==> src/rtl/stq_pkg.sv <==
package stq_pkg;

   localparam int HANDLE_COUNT = 16;
   localparam int HANDLE_W     = 4;

   typedef enum logic [2:0] {
      ACT_INS_HEAD = 3'd0,
      ACT_INS_TAIL = 3'd1,
      ACT_REMOVE   = 3'd2,
      ACT_CHANGE   = 3'd3,
      ACT_EXPIRE   = 3'd4
   } action_type;

   typedef enum logic [1:0] {
      ST_OK     = 2'd0,
      ST_FULL   = 2'd1,
      ST_EMPTY  = 2'd2,
      ST_NO_HDL = 2'd3
   } status_type;

   localparam logic KIND_ACK    = 1'b0;
   localparam logic KIND_REPORT = 1'b1;

   typedef struct packed {
      logic [2:0]  action;
      logic [3:0]  handle;
      logic [31:0] expires;
      logic [31:0] tag;
      logic [31:0] now;
   } req_type;

   typedef struct packed {
      logic        kind;
      logic [1:0]  status;
      logic [3:0]  out_handle;
      logic [31:0] out_tag;
      logic [31:0] time_to_next;
      logic        last;
   } rsp_type;

   // controller -> datapath
   typedef struct packed {
      logic load;      // capture request
      logic ins;       // shift-insert latched entry
      logic unlink;    // shift-remove at found position
      logic pop;       // drop head entry
      logic free_hdl;  // clear in-use bit of latched handle
      logic take_hdl;  // set in-use bit of latched handle
      logic head_side; // insert before equal expiries
   } cmd_type;

   // datapath -> controller
   typedef struct packed {
      logic       full;
      logic       empty;
      logic       found;
      logic       same_exp;
      logic       head_due;
      logic [2:0] action;
   } sts_type;

endpackage

==> src/rtl/stq_datapath.sv <==
module stq_datapath #(
   parameter int CAPACITY = 16
) (
   input  logic             clock,
   input  logic             reset,
   input  stq_pkg::req_type req,
   input  stq_pkg::cmd_type cmd,
   output stq_pkg::sts_type sts,
   output logic [3:0]       head_handle,
   output logic [31:0]      head_tag,
   output logic [3:0]       alloc_handle,
   output logic [3:0]       req_handle,
   output logic [31:0]      time_to_next
);
   import stq_pkg::*;

   localparam int CW = $clog2(CAPACITY + 1);

   // cell chain
   logic [31:0] exp_ff [CAPACITY];
   logic [31:0] tag_ff [CAPACITY];
   logic [3:0]  hdl_ff [CAPACITY];
   logic [CW-1:0] count_ff, count_in;
   logic [HANDLE_COUNT-1:0] used_ff, used_in;
   req_type req_ff;
   logic [3:0] hsel_ff;  // handle being inserted or named
   logic [31:0] tsel_ff; // tag being inserted

   logic [CAPACITY-1:0] valid, ahead, match, at_gap;
   logic [3:0] free_h;
   logic any_free;

   // per-cell compares
   always_comb begin
      for (int i = 0; i < CAPACITY; i++) begin
         valid[i] = (CW'(i) < count_ff);
         ahead[i] = valid[i] && (cmd.head_side ? (exp_ff[i] < req_ff.expires)
                                               : (exp_ff[i] <= req_ff.expires));
         match[i] = valid[i] && (hdl_ff[i] == req_ff.handle);
      end
   end

   // cells at or past the matching cell
   always_comb begin
      at_gap[0] = match[0];
      for (int i = 1; i < CAPACITY; i++)
         at_gap[i] = at_gap[i-1] | match[i];
   end

   // lowest free handle
   always_comb begin
      free_h   = '0;
      any_free = 1'b0;
      for (int h = HANDLE_COUNT - 1; h >= 0; h--) begin
         if (!used_ff[h]) begin
            free_h   = 4'(h);
            any_free = 1'b1;
         end
      end
   end

   // capture request; hold handle/tag for the insert step
   always_ff @(posedge clock) begin
      if (cmd.load) begin
         req_ff  <= req;
         hsel_ff <= (req.action == ACT_INS_HEAD || req.action == ACT_INS_TAIL)
                    ? free_h : req.handle;
         tsel_ff <= req.tag;
      end else if (cmd.unlink) begin
         for (int i = 0; i < CAPACITY; i++)
            if (match[i]) tsel_ff <= tag_ff[i];
      end
   end

   // shift chain
   always_ff @(posedge clock) begin
      for (int i = 0; i < CAPACITY; i++) begin
         if (cmd.ins) begin
            if (!ahead[i]) begin
               if (i == 0 || ahead[i-1]) begin
                  exp_ff[i] <= req_ff.expires;
                  tag_ff[i] <= tsel_ff;
                  hdl_ff[i] <= hsel_ff;
               end else begin
                  exp_ff[i] <= exp_ff[i-1];
                  tag_ff[i] <= tag_ff[i-1];
                  hdl_ff[i] <= hdl_ff[i-1];
               end
            end
         end else if (cmd.unlink || cmd.pop) begin
            // cells at or past the gap take their successor
            if (i < CAPACITY - 1 && (cmd.pop || at_gap[i])) begin
               exp_ff[i] <= exp_ff[i+1];
               tag_ff[i] <= tag_ff[i+1];
               hdl_ff[i] <= hdl_ff[i+1];
            end
         end
      end
   end

   always_comb begin
      count_in = count_ff;
      if (cmd.ins) count_in = count_ff + 1'b1;
      else if (cmd.unlink || cmd.pop) count_in = count_ff - 1'b1;
      used_in = used_ff;
      if (cmd.take_hdl) used_in[hsel_ff] = 1'b1;
      if (cmd.free_hdl) used_in[hsel_ff] = 1'b0;
      if (cmd.pop) used_in[hdl_ff[0]] = 1'b0;
   end

   always_ff @(posedge clock) begin
      if (reset) begin
         count_ff <= '0;
         used_ff  <= '0;
      end else begin
         count_ff <= count_in;
         used_ff  <= used_in;
      end
   end

   always_comb begin
      sts.full     = (count_ff == CW'(CAPACITY)) || !any_free;
      sts.empty    = (count_ff == '0);
      sts.found    = used_ff[req_ff.handle] && (|match);
      sts.same_exp = 1'b0;
      for (int i = 0; i < CAPACITY; i++)
         if (match[i] && exp_ff[i] == req_ff.expires) sts.same_exp = 1'b1;
      sts.head_due = !sts.empty && (exp_ff[0] <= req_ff.now);
      sts.action   = req_ff.action;
   end

   assign head_handle  = hdl_ff[0];
   assign head_tag     = tag_ff[0];
   assign alloc_handle = hsel_ff;
   assign req_handle   = req_ff.handle;
   assign time_to_next = sts.empty ? '0 : exp_ff[0] - req_ff.now;

endmodule

==> src/rtl/stq_ctrl.sv <==
module stq_ctrl (
   input  logic             clock,
   input  logic             reset,
   input  logic             start,
   output logic             busy,
   output stq_pkg::cmd_type cmd,
   input  stq_pkg::sts_type sts,
   input  logic [3:0]       head_handle,
   input  logic [31:0]      head_tag,
   input  logic [3:0]       alloc_handle,
   input  logic [3:0]       req_handle,
   input  logic [31:0]      time_to_next,
   output logic             rsp_valid,
   output stq_pkg::rsp_type rsp
);
   import stq_pkg::*;

   typedef enum logic [3:0] {
      S_IDLE   = 4'b0001,
      S_DECIDE = 4'b0010,
      S_REINS  = 4'b0100,
      S_EXPIRE = 4'b1000
   } state_type;

   state_type state_ff, state_in;
   logic rsp_valid_ff, rsp_valid_in;
   rsp_type rsp_ff, rsp_in;

   always_comb begin
      state_in     = state_ff;
      cmd          = '0;
      rsp_valid_in = 1'b0;
      rsp_in       = '0;
      rsp_in.last  = 1'b1;
      case (state_ff)
         S_IDLE: begin
            if (start) begin
               cmd.load = 1'b1;
               state_in = S_DECIDE;
            end
         end
         S_DECIDE: begin
            state_in     = S_IDLE;
            rsp_valid_in = 1'b1;
            case (sts.action)
               ACT_INS_HEAD, ACT_INS_TAIL: begin
                  if (sts.full) begin
                     rsp_in.status = ST_FULL;
                  end else begin
                     cmd.ins       = 1'b1;
                     cmd.take_hdl  = 1'b1;
                     cmd.head_side = (sts.action == ACT_INS_HEAD);
                     rsp_in.out_handle = alloc_handle;
                  end
               end
               ACT_REMOVE, ACT_CHANGE: begin
                  rsp_in.out_handle = req_handle;
                  if (sts.empty) rsp_in.status = ST_EMPTY;
                  else if (!sts.found) rsp_in.status = ST_NO_HDL;
                  else if (sts.action == ACT_REMOVE) begin
                     cmd.unlink   = 1'b1;
                     cmd.free_hdl = 1'b1;
                  end else if (!sts.same_exp) begin
                     cmd.unlink   = 1'b1;
                     rsp_valid_in = 1'b0;
                     state_in     = S_REINS;
                  end
               end
               ACT_EXPIRE: begin
                  rsp_valid_in = 1'b0;
                  state_in     = S_EXPIRE;
               end
               default: ;
            endcase
         end
         S_REINS: begin
            cmd.ins           = 1'b1;
            cmd.head_side     = 1'b1;
            rsp_valid_in      = 1'b1;
            rsp_in.out_handle = req_handle;
            state_in          = S_IDLE;
         end
         S_EXPIRE: begin
            rsp_valid_in = 1'b1;
            if (sts.head_due) begin
               cmd.pop           = 1'b1;
               rsp_in.kind       = KIND_REPORT;
               rsp_in.out_handle = head_handle;
               rsp_in.out_tag    = head_tag;
               rsp_in.last       = 1'b0;
            end else begin
               rsp_in.time_to_next = time_to_next;
               state_in            = S_IDLE;
            end
         end
         default: state_in = S_IDLE;
      endcase
   end

   always_ff @(posedge clock) begin
      if (reset) begin
         state_ff     <= S_IDLE;
         rsp_valid_ff <= 1'b0;
      end else begin
         state_ff     <= state_in;
         rsp_valid_ff <= rsp_valid_in;
      end
   end

   always_ff @(posedge clock) rsp_ff <= rsp_in;

   assign busy      = (state_ff != S_IDLE);
   assign rsp_valid = rsp_valid_ff;
   assign rsp       = rsp_ff;

endmodule

==> src/rtl/sorted_timer_queue_top.sv <==
// Channel   Ports                       Transfer when
// request   start, busy, req_item       start && !busy
// response  rsp_valid, rsp_item         rsp_valid (one cycle, no backpressure)
//
// Insert, remove and unchanged change pass through IDLE and DECIDE. Change with a new expiry
// adds a REINS step (unlink and reinsert are separate shifts of the cell chain).
// Expire adds an EXPIRE step that reports one expired entry per cycle; the summary ends the sequence.
// Results are registered and appear in the cycle after the step that makes them.
// Synchronous reset clears count and handle mask; no clearing pass.
module sorted_timer_queue_top #(
   parameter int CAPACITY = 16
) (
   input  logic             clock,
   input  logic             reset,
   input  logic             start,
   output logic             busy,
   input  stq_pkg::req_type req_item,
   output logic             rsp_valid,
   output stq_pkg::rsp_type rsp_item
);
   import stq_pkg::*;

   cmd_type cmd;
   sts_type sts;
   logic [3:0]  head_handle, alloc_handle, req_handle;
   logic [31:0] head_tag, time_to_next;

   stq_datapath #(.CAPACITY(CAPACITY)) u_dp (
      .clock, .reset, .req(req_item), .cmd, .sts, .head_handle, .head_tag,
      .alloc_handle, .req_handle, .time_to_next
   );

   stq_ctrl u_ctrl (
      .clock, .reset, .start, .busy, .cmd, .sts, .head_handle, .head_tag,
      .alloc_handle, .req_handle, .time_to_next, .rsp_valid, .rsp(rsp_item)
   );

endmodule

==> config.mk <==
export PLATFORM = sky130hd
export DESIGN_NAME = sorted_timer_queue_top
export DESIGN_NICKNAME = d
export VERILOG_FILES = /design/src/rtl/stq_pkg.sv /design/src/rtl/stq_datapath.sv /design/src/rtl/stq_ctrl.sv /design/src/rtl/sorted_timer_queue_top.sv
export SDC_FILE = /design/constraint.sdc
export NUM_CORES = 2
export LEC_CHECK = 0
export ABC_CLOCK_PERIOD_IN_PS = 10150
export BUFFER_PORTS_ARGS = -buffer_cell sky130_fd_sc_hd__clkbuf_2
export CAP_MARGIN = 5
export CORE_UTILIZATION = 40
export CTS_BUF_LIST = sky130_fd_sc_hd__clkbuf_8
export DETAILED_ROUTE_END_ITERATION = 10
export GPL_TIMING_DRIVEN = 0
export SYNTH_ARGS = -nofsm -noshare
export SYNTH_HDL_FRONTEND = slang
export SYNTH_HIERARCHICAL = 1
export SYNTH_SLANG_ARGS = --single-unit
==> constraint.sdc <==
create_clock -name clock -period 10.15 [get_ports clock]
set_input_delay 0.5075 -clock clock [delete_from_list [all_inputs] [get_ports clock]]
set_output_delay 0.5075 -clock clock [all_outputs]
set_load 0.01 [all_outputs]
* After elaboration in Yosys (flattened, before gate mapping)
Memories as Yosys holds them, arrays and structs flattened. Index checks and enable logic that the tools add are counted.
Word-level totals: word-level logic and storage cells 726, flip-flop bits (word level) 205, bits in writable memories 1088, memories kept 3, input bits 106
Memory list:
- u_dp.exp_ff | words 16, width 32, rd ports 16, clocked after Yosys merged registers in 0, write ports 16, line stq_datapath.sv:20 | logic [31:0] exp_ff [CAPACITY];
- u_dp.tag_ff | words 16, width 32, rd ports 16, clocked after Yosys merged registers in 0, write ports 16, line stq_datapath.sv:21 | logic [31:0] tag_ff [CAPACITY];
- u_dp.hdl_ff | words 16, width 4, rd ports 16, clocked after Yosys merged registers in 0, write ports 16, line stq_datapath.sv:22 | logic [3:0] hdl_ff [CAPACITY];
Cells by class: $lt $le $gt $ge 54, bitwise logic cells 110, add/sub/neg operators 3, eq/ne operators 45, muxes and demuxes 409, reductions and logical operators 86
Operators with widths (count):
- $mux W32 | 78
- $le A32 B32 Y1 | 17
- $eq A32 B32 Y1 | 16
- $lt A32 B32 Y1 | 16
- $mux W1 | 255
- $mux W4 | 53
- $or A1 B1 Y1 | 104
- $eq A4 B4 Y1 | 16
- $logic_and A1 B1 Y1 | 52
- $mux W16 | 3
- $lt A4 B5 Y1 const A | 8
- $mux W36 | 1
- $and A16 B16 Y16 | 2
- $not A16 Y16 | 2
- $sub A32 B32 Y32 | 1
- $pmux W4 S3 | 2
- $lt A3 B5 Y1 const A | 4
- $logic_or A1 B1 Y1 | 18
- $reduce_bool A17 Y1 | 1
- $or A16 B16 Y16 | 1
- $reduce_or A16 Y1 | 1
- $lt A4 B5 Y1 const B | 3
- $pmux W6 S2 | 1
- $lt A1 B5 Y1 const A | 2
- 29 further kinds | 50

* Longest topological paths before layout
An unclocked memory read counts as a cell.
depth after elaboration 31, mapped depth 26

* Hierarchy
The synthesis kept the hierarchy.
Modules (own cells, without submodules):
- stq_datapath | instances 1, cells each 7387, area an instance 77062.7 um^2
- stq_ctrl | instances 1, cells each 206, area an instance 2368.5 um^2

* Least setup slack after synthesis
OpenSTA, ideal clock, no wires.
path kind reg2reg, start register u_dp.count_ff[1], end memory u_dp.exp_ff[9][0] (netlist: u_dp/exp_ff[1][32]), enable pin, data required time 9562 ps, period minus slack after synthesis 8004 ps, cell stages (with the launch flop) 13, arrival 7416 ps, setup slack 2146 ps, cells stage by stage dfxtp_1 -> buf_2 -> inv_1 -> ha_1 -> nor4bb_1 -> a21o_1 -> or3_1 -> or3_1 -> a21oi_1 -> clkbuf_1 -> nor3_1 -> a21o_1 -> o21ai_0
RTL lines:
- from (decl) | line stq_datapath.sv:23 | logic [CW-1:0] count_ff, count_in;
- from (signal assigned) | line stq_datapath.sv:116 | count_ff <= count_in;
- to (decl) | line stq_datapath.sv:20

==> results.md <==
Clock tree:
- TritonCTS built the clock tree.
- The number of hold buffers added after CTS is 101.
- The TritonCTS buffer count is 230.
- The clock-pin slew reported for the worst setup and hold paths after clock tree synthesis is 0.06 ns.
- The worst-skew pair later-pin latency is 1.06 ns.
- The H-tree generated during clock tree synthesis spans 4 levels.
- The number of setup buffers added after CTS is 0.
- The maximum buffer depth of the clock tree is 3.
- The CTS sink count is 1,293.
- The count of cells resized by post-cts repair is 0.
- Clock tree synthesis selected as its root buffer the cell clkbuf_8.

Critical path:
- In this run the critical register-to-register path is launched from u_dp/count_ff[4].
- For the worst setup path, the data required time is 10.83 ns.
- The worst setup path is launched from a flip-flop.
- The worst register-to-register path has a setup slack of 0.23 ns.
- In this design, the largest share of critical-path delay is due to buffers and inverters.
- The worst register-to-register path ends at u_dp/tag_ff[0][196].
- Traced cell by cell, the critical path runs through nor3_2 -> a21boi_0 -> or4_1 -> clkbuf_1 -> clkbuf_1 -> o221ai_1 -> nor4_1 -> o2111ai_1 -> a21oi_1 -> o21ai_0 -> clkbuf_1 -> a21oi_1 -> buf_2 -> clkbuf_1 -> or2_4 -> buf_16.
- The cell occurring most often along the worst timing path is clkbuf_1.
- The worst setup path is captured at a flip-flop.
- The number of buffers and inverters on the critical path is 6.
- The worst register-to-register path has a depth of 16.
- The maximum cell stage delay along the critical path is 0.97 ns.
- In this run the worst path has a maximum fanout of 45.
- The slowest stage of the critical path is the clkbuf_1 cell.
- By startpoint and endpoint, the worst setup path is classified as reg2reg.
- The worst path arrival time is 10.60 ns.

Global route:
- The pin count of the biggest net entering global routing is 48.
- The overflow left after global routing is 0.
- In the global route stage, overall resource usage came out at 30.24%.
- The via count of the first global-routing pass was 64,310.
- The number of antenna violations at the first check in global routing is 29.
- The first global-routing pass estimated 441,800 um of wire.

Layout:
- The non-filler instance count after layout is 10,980.
- The ratio of cells with drive above 1 in the final layout is 10.36%.
- The number of nets at the end of the flow is 8,796.
- The layout has 18,880 filler cells.
- The area growth from synthesis to layout is 13.44%.

Routing:
- The final antenna-violating net count is 0.
- Dividing the detail-routed wire length by the instance count gives 28.31 um.
- The total detailed-routing wirelength is 310,800 um.
- For this block, the initial DRC count from the detailed router was 7,935.
- The per-cell via count in the routed design is 6.034.
- The number of optimization iterations in the first detailed-route pass is 9.
- For this run, design rule violations remaining after detail routing come to 0.
- The routed layout has 66,240 vias.

STA:
- Adding up every negative setup slack in the final design gives 0 ns.
- The worst clock skew on the final layout is 0.09072 ns.
- Setup violations remaining at the end of the flow were counted as 0.
- Headroom to the max-slew limit came out at 0.8867%.
- Setup repair after global routing left no endpoint under its margin.
- The transition time at the pin with the least slew margin is 1.487 ns.
- Of the available clock period, the critical path in the final layout requires 97.72%.
- The final count of hold timing violations came to 0.
- Subtracting the final worst setup slack from the clock period gives 9.919 ns.
- The max-slew violation total from the final report is 0.
- Derived from the worst setup path, the maximum achievable clock frequency is 100.8 MHz.

Placement:
- The wire-length estimate of the detail-placed layout is 241,200 um.
- During placement, the flow inserted port buffers numbering 179.
- The cell count after placement is 10,440.
- The weighted congestion reported at the end of routability-driven placement is 1.001.

Floorplan:
- From bottom edge to top edge, the die measures 447.6 um.
- The placeable core area is 197,200 um^2.
- The die width is 447.6 um.
- 180 I/O pins were placed.
- The die covers 200,400 um^2.
- Once the floorplan was initialized, standard cells occupied 40.28% of the core.
- The total number of placement rows is 163.

Synthesis:
- The netlist area before placement is 79,430 um^2.
- The number of nets handed over by synthesis was 8,248.
- The most instantiated flip-flop cell in the synthesis netlist is edfxtp_1.
- Of all flip-flops after synthesis, the portion carrying an async set or reset was 0%.
- The number of flops mapped to enable cells by yosys is 1,195.
- After technology mapping, the gate count stands at 7,593.
- Counting flops and latches in the post-synthesis netlist gives 1,293.
- The synthesized netlist contains 97 unique library cells.
- The Yosys warning count is 6.
- The sequential element share of the synthesized area is 47.65%.
- A synthesized cell averages 10.46 um^2.

Run status:
- The run finished with clean final reports.

Worst hold path:
- The worst hold path passes through 5 cells.
- The worst hold path terminates at u_dp/tsel_ff[26].
- The worst hold path belongs to the class in2reg.
- The source of the worst hold timing path is req_item[58].

Pwr:
- The reported leakage power is 36.41 nW.
- In this run the power density over the cells is 136.8 nW/um^2.
- The peak supply drop is 0.0001357 V.

Job:
- Max-cap violations in this run came to 0.
-- layer usage --
metal | part of all wire [%] | track usage (%) | up-vias | wire, um
met1 | 41 | 40.20 | 32470 | 127100
li1 | - | - | 29620 | -
met3 | 11 | 8.292 | 592 | 34820
met4 | 3.8 | 11.57 | 14 | 11790
met5 | 0.048 | 0 | - | 149
met2 | 44 | 46.60 | 3552 | 136900
-- cells in the mapped netlist (76+ instances only) --
| cell | number | area (um^2) |
|---|---|---|
| nand4_1 | 90 | 563.0 |
| o21ai_0 | 836 | 4184 |
| buf_2 | 100 | 500.5 |
| mux2_2 | 105 | 1182 |
| a21o_1 | 94 | 705.7 |
| mux2i_1 | 921 | 9219 |
| inv_1 | 124 | 465.5 |
| ha_1 | 548 | 6857 |
| nor2_1 | 482 | 1809 |
| nand3_1 | 76 | 380.4 |
| nand2_1 | 935 | 3510 |
| edfxtp_1 | 1195 | 35880 |
| clkbuf_1 | 359 | 1348 |
| a21oi_1 | 565 | 2828 |
| dfxtp_1 | 98 | 1962 |
-- placed cells by master (no fill, tap or decap), drive strengths merged, types with 24 or more instances in the layout --
cell and instances:
nor3 57, nand2b 24, mux2 105, edfxtp 1195, o21a 29, buf 245
o311ai 32, a211oi 29, clkinv 66, nand4 90, nand2 937, a222oi 28
xor2 39, a31oi 49, clkbuf 789, inv 221, a221oi 66, a21o 94
a22oi 31, and3 60, a21oi 566, o221ai 37, ha 548, mux2i 921
dfxtp 98, nor2 484, xnor2 50, o22ai 39, and2 44, nor2b 41
nand3 77, dlygate4sd3 101, o21ai 880
-- flip-flops by register name, summed over array words and instances, names as in the netlist --
signal / flops
u_ctrl/rsp: 72
u_ctrl/rsp_valid: 1
u_ctrl/state_ff: 4
u_dp/alloc_handle: 4
u_dp/count_ff: 5
u_dp/exp_ff: 512
u_dp/hdl_ff: 64
u_dp/req_ff: 64
u_dp/req_handle: 4
u_dp/sts: 3
u_dp/tag_ff: 512
u_dp/tsel_ff: 32
u_dp/used_ff: 16
-- cells by family (layout without fill, tap and decap cells) --
| family | count (synthesis) | in the layout | synth area share, % |
|---|---|---|---|
| compound gates | 2023 | 2023 | 14.98 |
| simple gates | 1910 | 1910 | 10.56 |
| flops | 1293 | 1293 | 47.65 |
| mux | 1031 | 1031 | 13.24 |
| buf+inv | 698 | 1433 | 3.930 |
| fa+ha+maj | 549 | 549 | 8.657 |
| xor+xnor | 89 | 89 | 0.9814 |
| other cells | 0 | 10 | 0 |
-- cell type report --
type	instances	area (um^2)	share of cell area (%)
antenna	10	25.02	0.02777
clock buffer	246	3386	3.758
buffer	574	2660	2.952
multi-input combinational	5602	38600	42.84
inverter	124	465.4	0.5166
sequential	1293	37850	42.00
tap	2640	3303	3.666
clock inverter	173	1117	1.240
timing repair buffer	316	2699	2.995
-- per-stage QoR --
step | hold WS (ns) | utilization, % | area [um^2] | setup WS, ns | total power [mW]
after floorplan | 0.4839 | - | 79430 | 2.146 | 6.984
after global placement | 0.5280 | 42.41 | 83630 | -5.535 | 7.390
after detailed placement | 0.5287 | 42.86 | 84530 | 0.4525 | 7.443
after CTS | 0.01123 | 45.66 | 90040 | 0.4584 | 12.38
after global routing | 0.09765 | 45.68 | 90080 | 0.1950 | 12.75
final | 0.09902 | 45.69 | 90110 | 0.2310 | 12.33
-- worst max path at each step --
| stage | start | endpoint | slack [ns] | cells past startpoint |
|---|---|---|---|---|
| floorplan | u_dp/count_ff[1] | u_dp/exp_ff[1][32] | 2.15 | 12 |
| global placement | u_dp/req_ff[95] | u_dp/tag_ff[1][247] | -5.53 | 10 |
| detailed placement | u_dp/exp_ff[0][0] | u_dp/tag_ff[0][45] | 0.45 | 24 |
| CTS | u_dp/exp_ff[0][0] | u_dp/tag_ff[0][58] | 0.46 | 24 |
| global route | u_dp/exp_ff[0][0] | u_dp/exp_ff[0][113] | 0.19 | 25 |
| finish | u_dp/count_ff[4] | u_dp/tag_ff[0][196] | 0.23 | 16 |
-- power breakdown --
group	internal, mW	switching (mW)	leakage, nW
sequential	5.96	0.0986	11.6
combinational	0.528	0.813	22.2
clock	2.49	2.44	2.63
-- worst register-to-register path, cell delays in order (launching register included) --
cell and delay, ns:
dfxtp_1 0.38, nor3_2 0.57, a21boi_0 0.53, or4_1 0.34, clkbuf_1 0.97, clkbuf_1 0.55, o221ai_1 0.35, nor4_1 0.75
o2111ai_1 0.44, a21oi_1 0.85, o21ai_0 0.46, clkbuf_1 0.40, a21oi_1 0.42, buf_2 0.65, clkbuf_1 0.95, or2_4 0.57
buf_16 0.34
No activity file was read; power rests on OpenSTA's default activity.
